==> src/rtl/core/tmtd_pkg.sv <==
// Package for the trimmed-mean threshold detector: sizing constants,
// field types, controller states and the controller/datapath command bundles.
// No dependencies.
`timescale 1ns / 1ps
`default_nettype none

package tmtd_pkg;

  // Window shape
  localparam int READINGS_PER_SAMPLE = 3;
  localparam int SAMPLES_PER_WINDOW  = 10;
  localparam int TRIM_EACH_END       = 2;
  localparam int KEEP_SAMPLES        = SAMPLES_PER_WINDOW - 2 * TRIM_EACH_END;
  localparam int KEEP_DIV            = (KEEP_SAMPLES > 0) ? KEEP_SAMPLES : 1;

  // Field widths
  localparam int DATA_W = 8;
  localparam logic [DATA_W-1:0] THRESHOLD_RESET = 8'd255;

  typedef logic [DATA_W-1:0] reading_t;
  typedef logic [DATA_W-1:0] sample_t;

  // Reading accumulator and sample divide (multiply by rounded-up reciprocal)
  localparam int SUM_W    = $clog2(255 * READINGS_PER_SAMPLE + 1);
  localparam int RCNT_W   = $clog2(READINGS_PER_SAMPLE + 1);
  localparam int R_SHIFT  = SUM_W + $clog2(READINGS_PER_SAMPLE);
  localparam int R_MULT   = (2 ** R_SHIFT + READINGS_PER_SAMPLE - 1) / READINGS_PER_SAMPLE;
  localparam int R_MULT_W = SUM_W + 1;
  localparam int RPROD_W  = SUM_W + R_MULT_W;

  // Window accumulator and mean divide
  localparam int MSUM_W   = $clog2(255 * KEEP_DIV + 1);
  localparam int M_SHIFT  = MSUM_W + $clog2(KEEP_DIV);
  localparam int M_MULT   = (2 ** M_SHIFT + KEEP_DIV - 1) / KEEP_DIV;
  localparam int M_MULT_W = MSUM_W + 1;
  localparam int MPROD_W  = MSUM_W + M_MULT_W;

  // Counters
  localparam int SCNT_W = $clog2(SAMPLES_PER_WINDOW + 1);
  localparam int STEP_W = $clog2(SAMPLES_PER_WINDOW);
  localparam logic [STEP_W-1:0] LAST_STEP = STEP_W'(SAMPLES_PER_WINDOW - 1);

  typedef logic [STEP_W-1:0] step_t;

  // Controller states
  typedef enum logic [2:0] {
    S_IDLE,
    S_SAMPLE,
    S_SORT,
    S_SUM,
    S_MEAN,
    S_EMIT
  } state_t;

  // Controller to datapath
  typedef struct packed {
    logic  take;     // reading item accepted this cycle
    logic  sample;   // divide reading sum, push sample into the window
    logic  sort;     // one odd-even transposition round
    logic  sum;      // add window head, rotate window
    logic  mean;     // divide window sum
    logic  emit;     // load output register, update stop flag
    step_t step;     // round / position counter
  } ctrl_cmd_t;

  // Datapath to controller
  typedef struct packed {
    logic last_reading;  // current reading completes a sample
    logic window_full;   // pushed sample completes a window
    logic out_free;      // output register can take a result
  } dp_status_t;

endpackage

`default_nettype wire

==> src/rtl/core/tmtd_if.sv <==
// Valid/ready channel interfaces for the reading input and the result output.
// Depends on tmtd_pkg.
`timescale 1ns / 1ps
`default_nettype none

interface tmtd_in_if;
  logic               valid;
  logic               ready;
  tmtd_pkg::reading_t reading;

  modport source (output valid, output reading, input ready);
  modport sink   (input valid, input reading, output ready);
endinterface

interface tmtd_out_if;
  logic              valid;
  logic              ready;
  tmtd_pkg::sample_t trimmed_mean;
  logic              stop_flag;

  modport source (output valid, output trimmed_mean, output stop_flag, input ready);
  modport sink   (input valid, input trimmed_mean, input stop_flag, output ready);
endinterface

`default_nettype wire

==> src/rtl/core/tmtd_ctrl.sv <==
// Sequencing state machine: reading intake, sample push, sort rounds,
// trimmed sum, mean divide and result hand-off. Depends on tmtd_pkg.
`timescale 1ns / 1ps
`default_nettype none

module tmtd_ctrl (
  input  wire                    clk,
  input  wire                    rst_n,
  input  wire                    in_valid,
  output logic                   in_ready,
  input  tmtd_pkg::dp_status_t   sts,
  output tmtd_pkg::ctrl_cmd_t    cmd
);
  import tmtd_pkg::*;

  state_t state_r, state_nxt;
  step_t  step_r, step_nxt;

  // State and step counter registers
  always_ff @(posedge clk) begin
    if (!rst_n) begin
      state_r <= S_IDLE;
      step_r  <= '0;
    end else begin
      state_r <= state_nxt;
      step_r  <= step_nxt;
    end
  end

  // Next state
  always_comb begin
    state_nxt = state_r;
    step_nxt  = '0;
    case (state_r)
      S_IDLE: begin
        if (in_valid && sts.last_reading) state_nxt = S_SAMPLE;
      end
      S_SAMPLE: begin
        state_nxt = sts.window_full ? S_SORT : S_IDLE;
      end
      S_SORT: begin
        if (step_r == LAST_STEP) begin
          state_nxt = S_SUM;
        end else begin
          step_nxt = step_r + 1'b1;
        end
      end
      S_SUM: begin
        if (step_r == LAST_STEP) begin
          state_nxt = S_MEAN;
        end else begin
          step_nxt = step_r + 1'b1;
        end
      end
      S_MEAN: begin
        state_nxt = S_EMIT;
      end
      S_EMIT: begin
        if (sts.out_free) state_nxt = S_IDLE;
      end
      default: begin
        state_nxt = S_IDLE;
      end
    endcase
  end

  // Commands
  always_comb begin
    in_ready   = 1'b0;
    cmd        = '0;
    cmd.step   = step_r;
    case (state_r)
      S_IDLE: begin
        in_ready = 1'b1;
        cmd.take = in_valid;
      end
      S_SAMPLE: cmd.sample = 1'b1;
      S_SORT:   cmd.sort   = 1'b1;
      S_SUM:    cmd.sum    = 1'b1;
      S_MEAN:   cmd.mean   = 1'b1;
      S_EMIT:   cmd.emit   = sts.out_free;
      default:  in_ready   = 1'b0;
    endcase
  end

  // The reading that completes a sample is followed by the sample push
  a_sample_follows: assert property (@(posedge clk) disable iff (!rst_n)
    (state_r == S_IDLE && in_valid && sts.last_reading) |=> state_r == S_SAMPLE)
    else $error("sample push did not follow last reading");

  // Sum phase ends after its last position
  a_sum_to_mean: assert property (@(posedge clk) disable iff (!rst_n)
    (state_r == S_SUM && step_r == LAST_STEP) |=> state_r == S_MEAN)
    else $error("sum phase overran");

  // A result waiting on a busy output register keeps the block in emit
  a_emit_holds: assert property (@(posedge clk) disable iff (!rst_n)
    (state_r == S_EMIT && !sts.out_free) |=> state_r == S_EMIT)
    else $error("result dropped while output busy");

endmodule

`default_nettype wire

==> src/rtl/core/tmtd_datapath.sv <==
// Datapath: reading accumulator, sample window with transposition sort,
// trimmed sum, constant divides, threshold register and output register.
// Depends on tmtd_pkg.
`timescale 1ns / 1ps
`default_nettype none

module tmtd_datapath (
  input  wire                    clk,
  input  wire                    rst_n,
  input  tmtd_pkg::reading_t     reading,
  input  tmtd_pkg::ctrl_cmd_t    cmd,
  output tmtd_pkg::dp_status_t   sts,
  input  wire                    cfg_wr_en,
  input  tmtd_pkg::sample_t      cfg_wr_data,
  output logic                   out_valid,
  input  wire                    out_ready,
  output tmtd_pkg::sample_t      trimmed_mean,
  output logic                   stop_flag
);
  import tmtd_pkg::*;

  logic [SUM_W-1:0]   reading_sum_r;
  logic [RCNT_W-1:0]  reading_count_r;
  logic [SCNT_W-1:0]  sample_count_r;
  sample_t            store_r [SAMPLES_PER_WINDOW];
  sample_t            sort_nxt [SAMPLES_PER_WINDOW];
  logic [MSUM_W-1:0]  acc_r;
  sample_t            mean_r;
  sample_t            thr_r;
  logic               stop_r;
  logic               out_valid_r;
  sample_t            out_mean_r;
  logic               out_stop_r;

  logic [RPROD_W-1:0] sample_prod;
  sample_t            new_sample;
  logic [MPROD_W-1:0] mean_prod;
  logic               in_trim_window;
  logic               stop_nxt;

  // Status
  assign sts.last_reading = (reading_count_r == RCNT_W'(READINGS_PER_SAMPLE - 1));
  assign sts.window_full  = (sample_count_r == SCNT_W'(SAMPLES_PER_WINDOW - 1));
  assign sts.out_free     = !out_valid_r || out_ready;

  // Sum / READINGS_PER_SAMPLE by reciprocal multiply
  assign sample_prod = RPROD_W'(reading_sum_r) * RPROD_W'(R_MULT);
  assign new_sample  = sample_prod[R_SHIFT +: DATA_W];

  // Trimmed sum / KEEP_SAMPLES by reciprocal multiply
  assign mean_prod = MPROD_W'(acc_r) * MPROD_W'(M_MULT);

  // Positions that survive trimming
  assign in_trim_window = (int'(cmd.step) >= TRIM_EACH_END) &&
                          (int'(cmd.step) < TRIM_EACH_END + KEEP_SAMPLES);

  // One odd-even transposition round; the step LSB picks the pairing
  always_comb begin
    sort_nxt = store_r;
    for (int i = 0; i < SAMPLES_PER_WINDOW - 1; i++) begin
      if (((i & 1) == 1) == cmd.step[0]) begin
        if (store_r[i] > store_r[i+1]) begin
          sort_nxt[i]   = store_r[i+1];
          sort_nxt[i+1] = store_r[i];
        end
      end
    end
  end

  // Reading accumulator and sample counter
  always_ff @(posedge clk) begin
    if (!rst_n) begin
      reading_sum_r   <= '0;
      reading_count_r <= '0;
      sample_count_r  <= '0;
    end else begin
      if (cmd.take) begin
        reading_sum_r <= reading_sum_r + SUM_W'(reading);
        if (sts.last_reading) begin
          reading_count_r <= '0;
        end else begin
          reading_count_r <= reading_count_r + 1'b1;
        end
      end else if (cmd.sample) begin
        reading_sum_r <= '0;
        if (sts.window_full) begin
          sample_count_r <= '0;
        end else begin
          sample_count_r <= sample_count_r + 1'b1;
        end
      end
    end
  end

  // Sample window: push, sort round or rotate through the head
  always_ff @(posedge clk) begin
    if (cmd.sample) begin
      for (int i = 0; i < SAMPLES_PER_WINDOW - 1; i++) store_r[i] <= store_r[i+1];
      store_r[SAMPLES_PER_WINDOW-1] <= new_sample;
    end else if (cmd.sort) begin
      store_r <= sort_nxt;
    end else if (cmd.sum) begin
      for (int i = 0; i < SAMPLES_PER_WINDOW - 1; i++) store_r[i] <= store_r[i+1];
      store_r[SAMPLES_PER_WINDOW-1] <= store_r[0];
    end
  end

  // Trimmed-sum accumulator and mean
  always_ff @(posedge clk) begin
    if (cmd.sort) begin
      acc_r <= '0;
    end else if (cmd.sum && in_trim_window) begin
      acc_r <= acc_r + MSUM_W'(store_r[0]);
    end
    if (cmd.mean) begin
      mean_r <= (KEEP_SAMPLES > 0) ? mean_prod[M_SHIFT +: DATA_W] : '0;
    end
  end

  // Threshold register, sticky flag and output register
  assign stop_nxt = stop_r || (mean_r > thr_r);

  always_ff @(posedge clk) begin
    if (!rst_n) begin
      thr_r       <= THRESHOLD_RESET;
      stop_r      <= 1'b0;
      out_valid_r <= 1'b0;
    end else begin
      if (cfg_wr_en) thr_r <= cfg_wr_data;
      if (cmd.emit) begin
        stop_r      <= stop_nxt;
        out_valid_r <= 1'b1;
      end else if (out_ready) begin
        out_valid_r <= 1'b0;
      end
    end
  end

  always_ff @(posedge clk) begin
    if (cmd.emit) begin
      out_mean_r <= mean_r;
      out_stop_r <= stop_nxt;
    end
  end

  assign out_valid    = out_valid_r;
  assign trimmed_mean = out_mean_r;
  assign stop_flag    = out_stop_r;

  // Window counter wraps before reaching the window size
  a_count_bound: assert property (@(posedge clk) disable iff (!rst_n)
    sample_count_r < SCNT_W'(SAMPLES_PER_WINDOW))
    else $error("sample count out of range");

  // Stop flag is sticky: only reset clears it
  a_stop_sticky: assert property (@(posedge clk) disable iff (!rst_n)
    $past(rst_n) |-> !$fell(stop_r))
    else $error("stop flag cleared without reset");

endmodule

`default_nettype wire

==> src/rtl/core/trimmed_mean_threshold_detector.sv <==
// Top level of the trimmed-mean threshold detector: controller, datapath
// and channel hookup. Depends on tmtd_pkg, tmtd_if, tmtd_ctrl, tmtd_datapath.
//
// Usage:
//   in_chan  : valid/ready channel of 8-bit readings; an item moves when
//              valid and ready are both high at a rising clock edge.
//   out_chan : valid/ready channel of results, one per window of 10 samples
//              (30 readings): trimmed_mean and the sticky stop_flag.
//   cfg_wr_en / cfg_wr_data : writes stop_threshold (reset 255) on any edge
//              with the enable high; used at the next window end.
// Flow: readings are taken while the controller is idle; every third reading is
//   followed by the sample divide, which holds intake. A window end then adds 10
//   sort rounds and 10 sum steps through the shared compare/add row, the mean
//   divide and the result hand-off, all with intake held.
// After a window's last reading the result passes sample, sort, sum, mean and emit.
// Reset (synchronous, rst_n low) clears the counters, the stop flag and the
//   output valid flag and loads the threshold with 255.
// A stalled receiver holds the result in the output register; the block keeps
//   taking readings and waits only if the next window result is ready first.
`timescale 1ns / 1ps
`default_nettype none

module trimmed_mean_threshold_detector (
  input  wire                 clk,
  input  wire                 rst_n,
  tmtd_in_if.sink             in_chan,
  tmtd_out_if.source          out_chan,
  input  wire                 cfg_wr_en,
  input  tmtd_pkg::sample_t   cfg_wr_data
);
  import tmtd_pkg::*;

  ctrl_cmd_t  cmd;
  dp_status_t sts;
  logic       in_ready;
  logic       out_valid;
  sample_t    trimmed_mean;
  logic       stop_flag;

  // Sequencer
  tmtd_ctrl u_ctrl (
    .clk      (clk),
    .rst_n    (rst_n),
    .in_valid (in_chan.valid),
    .in_ready (in_ready),
    .sts      (sts),
    .cmd      (cmd)
  );

  // Arithmetic and storage
  tmtd_datapath u_datapath (
    .clk          (clk),
    .rst_n        (rst_n),
    .reading      (in_chan.reading),
    .cmd          (cmd),
    .sts          (sts),
    .cfg_wr_en    (cfg_wr_en),
    .cfg_wr_data  (cfg_wr_data),
    .out_valid    (out_valid),
    .out_ready    (out_chan.ready),
    .trimmed_mean (trimmed_mean),
    .stop_flag    (stop_flag)
  );

  // Channel hookup
  assign in_chan.ready         = in_ready;
  assign out_chan.valid        = out_valid;
  assign out_chan.trimmed_mean = trimmed_mean;
  assign out_chan.stop_flag    = stop_flag;

endmodule

`default_nettype wire

==> src/flat_wrapper.sv <==
// flat-port wrapper written by rule: the top's interface ports become plain ports
module trimmed_mean_threshold_detector_flat import tmtd_pkg::*;
  (clk, rst_n, cfg_wr_en, cfg_wr_data, in_chan_valid, in_chan_reading, in_chan_ready, out_chan_valid, out_chan_trimmed_mean, out_chan_stop_flag, out_chan_ready);
  tmtd_in_if in_chan_i ();
  tmtd_out_if out_chan_i ();
  input  wire clk;
  input  wire rst_n;
  input  wire cfg_wr_en;
  input  tmtd_pkg::sample_t cfg_wr_data;
  input wire logic [$bits(in_chan_i.valid)-1:0] in_chan_valid;
  input wire logic [$bits(in_chan_i.reading)-1:0] in_chan_reading;
  output wire logic [$bits(in_chan_i.ready)-1:0] in_chan_ready;
  output wire logic [$bits(out_chan_i.valid)-1:0] out_chan_valid;
  output wire logic [$bits(out_chan_i.trimmed_mean)-1:0] out_chan_trimmed_mean;
  output wire logic [$bits(out_chan_i.stop_flag)-1:0] out_chan_stop_flag;
  input wire logic [$bits(out_chan_i.ready)-1:0] out_chan_ready;
  assign in_chan_i.valid = in_chan_valid;
  assign in_chan_i.reading = in_chan_reading;
  assign in_chan_ready = in_chan_i.ready;
  assign out_chan_valid = out_chan_i.valid;
  assign out_chan_trimmed_mean = out_chan_i.trimmed_mean;
  assign out_chan_stop_flag = out_chan_i.stop_flag;
  assign out_chan_i.ready = out_chan_ready;
  trimmed_mean_threshold_detector u_core (.clk(clk), .rst_n(rst_n), .in_chan(in_chan_i), .out_chan(out_chan_i), .cfg_wr_en(cfg_wr_en), .cfg_wr_data(cfg_wr_data));
endmodule
==> config.mk <==
export PLATFORM = sky130hd
export DESIGN_NAME = trimmed_mean_threshold_detector_flat
export DESIGN_NICKNAME = d
export VERILOG_FILES = /design/src/rtl/core/tmtd_pkg.sv /design/src/rtl/core/tmtd_if.sv /design/src/rtl/core/tmtd_ctrl.sv /design/src/rtl/core/tmtd_datapath.sv /design/src/rtl/core/trimmed_mean_threshold_detector.sv /design/src/flat_wrapper.sv
export SDC_FILE = /design/constraint.sdc
export NUM_CORES = 1
export LEC_CHECK = 0
export BUFFER_PORTS_ARGS = -buffer_cell sky130_fd_sc_hd__buf_2
export CAP_MARGIN = 10
export CORE_ASPECT_RATIO = 0.5
export CORE_MARGIN = 1
export CORE_UTILIZATION = 45
export CTS_BUF_LIST = sky130_fd_sc_hd__clkbuf_16
export DETAILED_ROUTE_END_ITERATION = 8
export GPL_TIMING_DRIVEN = 1
export HOLD_SLACK_MARGIN = 0.03
export SYNTH_ARGS = -nofsm -noshare
export SYNTH_HDL_FRONTEND = slang
export SYNTH_SLANG_ARGS = --single-unit
==> constraint.sdc <==
create_clock -name clk -period 5.05 [get_ports clk]
set_input_delay 1.515 -clock clk [delete_from_list [all_inputs] [get_ports clk]]
set_output_delay 1.515 -clock clk [all_outputs]
set_load 0.02 [all_outputs]
[Yosys cells after proc, flatten, opt, wreduce, memory -nomap -nowiden]
Cells that the tools add are included.
Storage, ports and cells
  register bits: 141
  output and inout port bits: 11
  logic and storage cells: 115
Cells by class
  add/subtract/negate cells: 5
  multipliers: 2
  order comparisons: 12
  equality and inequality tests: 15
  muxes and demuxes: 40
  bitwise gates (word level): 3
  reduce and logical (&&, ||, !) cells: 16
Operators with widths (count)
  $mux 16: 18
  $mux 80: 3
  $gt 8x8->1: 10
  $mul 11x12->22 const B: 1
  $mux 10: 2
  $mul 10x10->19 const B: 1
  $pmux 3 s6: 1
  $mux 3: 4
  $add 11x8->11: 1
  $add 10x8->10: 1
  $mux 1: 9
  $ne 3x2->1 const B: 3
  $add 4x1->4 const B: 2
  $eq 4x4->1 const B: 2
  $ne 2x2->1 const B: 4
  $eq 3x2->1 const B: 2
  $eq 3x3->1 const B: 2
  $reduce_and 3->1: 2
  $ge 4x2->1 const B: 1
  $lt 4x4->1 const B: 1
  $mux 2: 2
  $mux 4: 1
  $reduce_and 4->1: 1
  $reduce_bool 2->1: 2
  other kinds (12): 17

[Depth between registers and ports, before layout]
Gate-level depths: netlist of run 1.
  depth after elaboration: 21
  gate-level depth with buffers: 17

[Cells and area by module]
Synthesis of run 1 repeated with hierarchy kept, for this count alone.
Unflattened totals
  cells, all modules: 1279
  area, all modules: 12938.7 sq um
Modules (own cells, without submodules)
  tmtd_datapath: instances 1, cells an instance 1235, area each 12530.8 sq um, sequential area each 3653.5 sq um
  tmtd_ctrl: instances 1, cells an instance 44, area each 407.9 sq um, sequential area each 140.1 sq um

[Least setup slack after synthesis of run 1]
Ideal clock, no wire load.
  path kind: register -> register
  from: register u_core.u_datapath.acc_r[7]
  to: register u_core.u_datapath.mean_r[7], data pin
  library setup time: 266 ps
  arrival: 4213 ps
  required time: 4784 ps
  slack: 571 ps
  cell stages (with the launch flop): 16
  buffers on the path: 0
  path through: dfxtp_1 -> ha_1 -> fa_1 -> fa_1 -> inv_1 -> fa_1 -> fa_1 -> inv_1 -> ha_1 -> nand2_1 -> o21ai_0 -> o31a_1 -> a211oi_2 -> a21oi_1 -> nor4_1 -> nor3_1
Between the ends
  longest elaborated chain between the ends: 1
RTL lines
  from (decl): line tmtd_datapath.sv:27  | logic [MSUM_W-1:0] acc_r;
  from (signal assigned): line tmtd_datapath.sv:113  | acc_r <= acc_r + MSUM_W'(store_r[0]);
  $mul 11x12->22: line tmtd_datapath.sv:51  | assign mean_prod = MPROD_W'(acc_r) * MPROD_W'(M_MULT);
  named net u_core.u_datapath.mean_prod[21]: line tmtd_datapath.sv:37  | logic [MPROD_W-1:0] mean_prod;
  to (signal assigned): line tmtd_datapath.sv:116  | mean_r <= (KEEP_SAMPLES > 0) ? mean_prod[M_SHIFT +: DATA_W] : '0;
  to (decl): line tmtd_datapath.sv:28  | sample_t mean_r;
The timed path passes the listed nets, and every way through them passes these cells.
A chain may end at the register's enable or synchronous reset.

[Worst setup path in the final report of run 1]
  from: register u_core.u_datapath.acc_r[5]
  to: register u_core.u_datapath.mean_r[4], data pin
Same word-level chain as after synthesis.

==> results of run 1 <==
==> state kept, by name (all words and copies together) (netlist names) <==
register / count
u_core.u_datapath.store_r: 80
u_core.u_datapath.acc_r: 11
u_core.u_datapath.reading_sum_r: 10
u_core.u_datapath.mean_r: 8
u_core.u_datapath.thr_r: 8
u_core.u_datapath.trimmed_mean: 8
u_core.u_ctrl.step_r: 4
u_core.u_datapath.sample_count_r: 4
u_core.u_ctrl.state_r: 3
u_core.u_datapath.reading_count_r: 2
u_core.u_datapath.out_valid: 1
u_core.u_datapath.stop_flag: 1
u_core.u_datapath.stop_r: 1
==> cell usage after synthesis (all sizes together) (18+ instances only) <==
| cell | instances | area share, % |
|---|---|---|
| mux2i | 136 | 11 |
| xnor2 | 18 | 1.2 |
| edfxtp | 97 | 23 |
| nor2b | 22 | 1.1 |
| inv | 218 | 6.4 |
| nor2 | 45 | 1.8 |
| a21o | 24 | 1.4 |
| nand3 | 18 | 0.70 |
| dfxtp | 44 | 6.9 |
| and4 | 19 | 1.3 |
| o21a | 25 | 1.5 |
| o21ai | 35 | 1.4 |
| fa | 55 | 8.6 |
| ha | 224 | 22 |
| nand2 | 42 | 1.2 |
| a21oi | 40 | 1.6 |
==> timing repair <==
action                     4_1_cts  5_1_grt
setup endpoints to repair        0        4
setup buffers                    0        0
resized for setup                0        4
==> final timing paths <==
path | start | endpoint | slack (ns) | cells past startpoint
hold reg to reg | u_core.u_datapath.stop_r | u_core.u_datapath.stop_r | 0.48 | 2
hold / removal | u_core.u_datapath.stop_r | u_core.u_datapath.stop_r | 0.48 | 2
setup reg to reg | u_core.u_datapath.acc_r[5] | u_core.u_datapath.mean_r[4] | 0.26 | 14
setup / recovery | u_core.u_datapath.acc_r[5] | u_core.u_datapath.mean_r[4] | 0.26 | 14
==> stage by stage <==
step / hold slack [ns] / area [um^2] / cells / power (mW)
after floorplan: 0.426 / 12800 / 1233 / 2.55
after global placement: 0.456 / 13400 / 1632 / 2.85
after detailed placement: 0.467 / 13400 / 1632 / 2.90
after CTS: 0.475 / 13900 / 1664 / 4.10
after global routing: 0.498 / 14000 / 1665 / 4.36
final: 0.478 / 14000 / 1665 / 4.05
==> cells in the final DEF, fill, tap and decap left out, types with 4 or more instances in the layout <==
master	netlist	final
nand2_1	42	42
clkinvlp_4	0	4
clkbuf_16	0	17
edfxtp_1	97	97
and3_1	4	4
a21boi_0	5	5
fa_1	55	55
a221o_1	4	4
buf_4	2	12
xnor2_1	18	18
nor3b_1	5	5
and2_1	11	11
nand4_1	6	6
nand2b_1	8	8
a211oi_1	7	6
nand3_1	18	18
nor2_4	8	9
nor2b_1	21	21
a21o_1	24	24
buf_2	11	31
and4_1	19	19
mux2i_1	136	136
dfxtp_1	44	43
inv_1	218	222
o211ai_1	10	10
xor2_1	11	11
nor2_1	37	36
ha_1	224	224
o21a_1	25	25
o21ai_0	31	31
nor3_1	17	17
a21oi_1	39	38
a221oi_1	10	10
==> worst register-to-register path: stages, from the launching register on <==
cell and delay (ns):
dfxtp_1 0.36, ha_1 0.39, fa_1 0.56, fa_1 0.57
inv_1 0.06, fa_1 0.50, fa_1 0.54, inv_1 0.04
ha_1 0.31, nand2_1 0.07, o21ai_0 0.10, o31a_1 0.29
a211oi_4 0.26, o21bai_1 0.19, o311ai_0 0.34
==> power groups by stage <==
stage	registers [mW]	clock network (mW)	logic [mW]
5_1_grt	1.55	1.25	1.56
3_5_place_dp	1.56	0	1.34
6_report	1.53	1.17	1.34
4_1_cts	1.53	1.21	1.36
3_3_place_gp	1.55	0	1.30
2_1_floorplan	1.51	0	1.04
==> cells by family after synthesis <==
group,synth area share (%)
adder cells (fa/ha/maj),30.5
buffers and inverters,7.33
AND/OR/NAND/NOR,9.42
AO/OA/AOI/OAI,10.4
flip-flops,29.6
multiplexers,10.7
XOR/XNOR,1.98
==> area by class of cell <==
class                      count  area, um^2
clock buffer                  17         425
clock inverter                15         110
fill                        2542       13800
inverter                     218         818
multi-input combinational    848        8090
sequential                   141        3790
tap                          382         478
timing repair buffer          44         253
==> metal layers <==
| layer | share of wire (%) | global-route usage (%) |
|---|---|---|
| met5 | 0 | 0 |
| met4 | 1.3 | 5.53 |
| met3 | 3.0 | 4.21 |
| met2 | 45 | 32.2 |
| met1 | 50 | 26.7 |
==> results.cfg, run 1 <==
[run_status]
outcome = finished clean

[timing]
fin_tns_setup_ns = 0
finalHoldViolCount = 0
max_slew_margin_pct = 29.7
final.setup.worst_slack_ns = 0.260
finalCritPeriodShare_pct = 94.9
clock_skew_ns = 0.0131
final-setup-viol-count = 0
worst_slew_pin_slew_ns = 1.05
rsz0062_at_grt = false
fmax_mhz = 209
finalCriticalPeriod_ns = 4.79
maxSlewViolCount = 0

[global_routing]
grt_start_max_net_pins = 35
antenna_found_initial = 0
grt_pass1_vias = 9225
grt-ovfl-total = 0
track_usage_pct = 19.8
grt_pass1_wl_um = 45500

[place]
io_buffers = 31
post-place-ws_ns = 0.212
gp_congestion = 0.829
hpwlAfterDp_um = 21200

[synth]
synth_seq_area_share_pct = 29.6
ys_types = 66
synth.avg_cell_area_um2 = 10.4
async_flop_share_pct = 0
synth_cells = 1233
ys_ff_latch = 141
synthesis.nets = 1533
ys.warnings.count = 0
synth_edf_count = 97
synth_top_flop_cell = edfxtp_1
synth_area_um2 = 12800

[finish]
diodes = 0
final_layout_size_suffix_gt1_share_pct = 7.40
synthToLayoutAreaGrowth_pct = 9.15
utilization_pct = 50.2
final_nets = 1570

[worst_setup_path]
crit_path_end_kind = register
slowest_stage = fa_1
path_buf_inv = 2
crit_family = adder cells
worstPathCellList = ha_1 > fa_1 > fa_1 > inv_1 > fa_1 > fa_1 > inv_1 > ha_1 > nand2_1 > o21ai_0 > o31a_1 > a211oi_4 > o21bai_1 > o311ai_0
slowest_delay_ns = 0.57
cp.required_ns = 5.28
cpMostUsedCell = fa_1
arrival_ns = 5.02
worst-setup-path-type = register to register
start_kind = register
cp_max_fo = 5

[routing]
wl_per_cell_um = 15.8
remaining_drc_errors = 0
initialDrtViolationCount = 353
drt_wl_total_um = 26400
routed_via_density = 5.26
vias = 8754
firstDrtPassIters = 4
drtAntennaViolNets = 0

[power_and_ir_drop]
max-vdd-ir-drop_mv = 0.321
power_density_nw_per_um2 = 290
seqPwrFrac_pct = 37.9
power.leakage_nw = 6.52
pwr-share-comb_pct = 33.2
clkPwrFrac_pct = 28.9
power.internal_mw = 2.65
switching_power_mw = 1.40
swShare_pct = 34.5

[floorplanning]
dieArea_um2 = 29200
start_util_pct = 46.0
core-area_um2 = 27800
io_pins = 32
dieWidth_um = 241
die_h_um = 121
rows = 43

[cts]
clock_sinks = 141
cts_hold_buffers = 0
clk_latency_ns = 0.44
clk_pin_slew_ns = 0.06
clockBufferDepth = 2
cts_tree = built
h-tree-depth = 4
cts_buffers = 17
root_buffer = clkbuf_16

[worst_hold_path]
hold_class = register to register

[flow_run]
drv_cap = 0
(Power assumes the default switching activity.)
==> run 2, diff against run 1 <==
--- a/config.mk
+++ b/config.mk
@@ -10,7 +10,6 @@
 export CORE_ASPECT_RATIO = 0.5
 export CORE_MARGIN = 1
 export CORE_UTILIZATION = 45
-export CTS_BUF_LIST = sky130_fd_sc_hd__clkbuf_16
 export DETAILED_ROUTE_END_ITERATION = 8
 export GPL_TIMING_DRIVEN = 1
 export HOLD_SLACK_MARGIN = 0.03
==> run 2 against run 1 <==
Effect of this change: hold slack worse by 0.0029 ns; sequential share of layout area hardly changed; first-iteration DRC count is 4.0% lower; register-to-register slack hardly changed; final cell count stayed put; global-route usage hardly changed; sequential power hardly changed; non-clock buffer count stayed put; critical endpoint unchanged; largest cell class unchanged; largest power group unchanged.
==> results.cfg, run 2 (synthesized netlist as in run 1, its figures left out) <==
[run_status]
outcome = finished clean

[global_routing]
gr-usage-met3_pct = 4.21
grt-ovfl-total = 0
grt_start_max_net_pins = 35
track_usage_pct = 19.8
antenna_found_initial = 0
top_usage_layer = met2
use_met1_pct = 26.7
grt_pass1_vias = 9207
met2_usage_pct = 32.1
grt_pass1_wl_um = 45400

[finish]
final_nets = 1570
synthToLayoutAreaGrowth_pct = 9.31
register_area_um2 = 3790
instances_no_fill = 1665
final_common_cell = ha_1
largest-register = u_core.u_datapath.store_r
multi_input_area_um2 = 8090
top_regs = u_core.u_datapath.store_r (80), u_core.u_datapath.acc_r (11), u_core.u_datapath.reading_sum_r (10)
final_layout_size_suffix_gt1_share_pct = 7.56
diodes = 0
layout_common_cells = 224 x ha_1, 218 x inv_1, 136 x mux2i_1
n_fill_cell = 2535
largest_reg_flops = 80

[floorplanning]
die_h_um = 121
io_pins = 32
start_util_pct = 46.0
rows = 43
dieArea_um2 = 29200
dieWidth_um = 241
core-area_um2 = 27800

[routing]
firstDrtPassIters = 4
vias = 8789
wl_per_cell_um = 15.8
remaining_drc_errors = 0
routed_via_density = 5.28
drt_wl_total_um = 26300
drtAntennaViolNets = 0
initialDrtViolationCount = 339

[cts]
cts_tree = built
clk_pin_slew_ns = 0.06
clk_latency_ns = 0.44
h-tree-depth = 4
clock_sinks = 141
cts_buffers = 17
root_buffer = clkbuf_16
clockBufferDepth = 2

[worst_setup_path]
worst-setup-path-type = register to register
arrival_ns = 5.03
cp_max_fo = 5
start_kind = register
crit_path_end_kind = register
cp.required_ns = 5.28

[timing]
worst_slew_pin_slew_ns = 1.09
clock_skew_ns = 0.0136
timing.hold.ws_ns = 0.475
rsz0062_at_grt = false
max_slew_margin_pct = 27.1
fin_tns_setup_ns = 0
finalHoldViolCount = 0
final-setup-viol-count = 0
fmax_mhz = 208
finalCritPeriodShare_pct = 95.0
final.setup.worst_slack_ns = 0.253
maxSlewViolCount = 0
finalCriticalPeriod_ns = 4.80

[place]
post-place-ws_ns = 0.212
io_buffers = 31
gp_congestion = 0.829
placed_cells = 1632
hpwlAfterDp_um = 21200

[flow_run]
drv_cap = 0

[worst_hold_path]
hold_class = register to register

[power_and_ir_drop]
max-vdd-ir-drop_mv = 0.355
power_density_nw_per_um2 = 292
power.leakage_nw = 6.51
==> run 2: changes by cell type in the layout (fill, tap and decap cells not counted) <==
cell,change
clkbuf_8,+2
clkbuf_1,+4
clkinv_1,-2
inv_1,-4
==> run 2: worst paths after layout <==
| path | from | endpoint | slack [ns] | cells past startpoint |
|---|---|---|---|---|
| worst max-delay path | u_core.u_datapath.acc_r[5] | u_core.u_datapath.mean_r[4] | 0.25 | 14 |
| worst min-delay path | u_core.u_datapath.stop_r | u_core.u_datapath.stop_r | 0.47 | 2 |
| worst max register to register | u_core.u_datapath.acc_r[5] | u_core.u_datapath.mean_r[4] | 0.25 | 14 |
| worst min register to register | u_core.u_datapath.stop_r | u_core.u_datapath.stop_r | 0.47 | 2 |
==> run 2: final cells by class <==
cell class / instances / share of cell area [%]
well taps: 382 / 3.42
clock buffers: 23 / 3.34
flip-flops and latches: 141 / 27.1
repair buffers: 44 / 1.81
inverters: 218 / 5.85
clock inverters: 9 / 0.626
multi-input cells: 848 / 57.8
==> run 2: power breakdown <==
| group | internal (mW) | total, mW | leakage (nW) | switching, mW |
|---|---|---|---|---|
| Sequential | 1.40 | 1.53 | 1.24 | 0.132 |
| Combinational | 0.585 | 1.34 | 5.01 | 0.755 |
| Clock | 0.704 | 1.21 | 0.260 | 0.504 |
==> run 2: stage by stage <==
stage          instance area, um^2  util, %  total power, mW
6_report                     14000     50.3             4.08
2_1_floorplan                12800        -             2.55
5_1_grt                      14000     50.3             4.40
4_1_cts                      14000     50.2             4.14
3_3_place_gp                 13400     48.2             2.85
3_5_place_dp                 13400     48.2             2.90
==> run 2: routing by layer <==
metal | part of all wire, % | vias up
met2 | 45 | 95
met4 | 1.4 | 0
met5 | 0 | -
li1 | - | 4427
met1 | 50 | 4239
met3 | 3.0 | 28
==> run 2: what timing repair did <==
item | 4_1_cts | 5_1_grt
hold buffers | 0 | 0
buffers inserted | 0 | 0
endpoints found under the setup margin | 0 | 4
resized for setup | 0 | 4
==> run 2: critical path: stages (launching register included) <==
cell and delay (ns):
dfxtp_1 0.36, ha_1 0.39, fa_1 0.55, inv_1 0.05, fa_1 0.47, fa_1 0.52, fa_1 0.56, inv_1 0.04
ha_1 0.30, a21oi_1 0.13, o21ai_0 0.13, o31a_1 0.29, a211oi_4 0.27, o21bai_1 0.19, o311ai_0 0.34
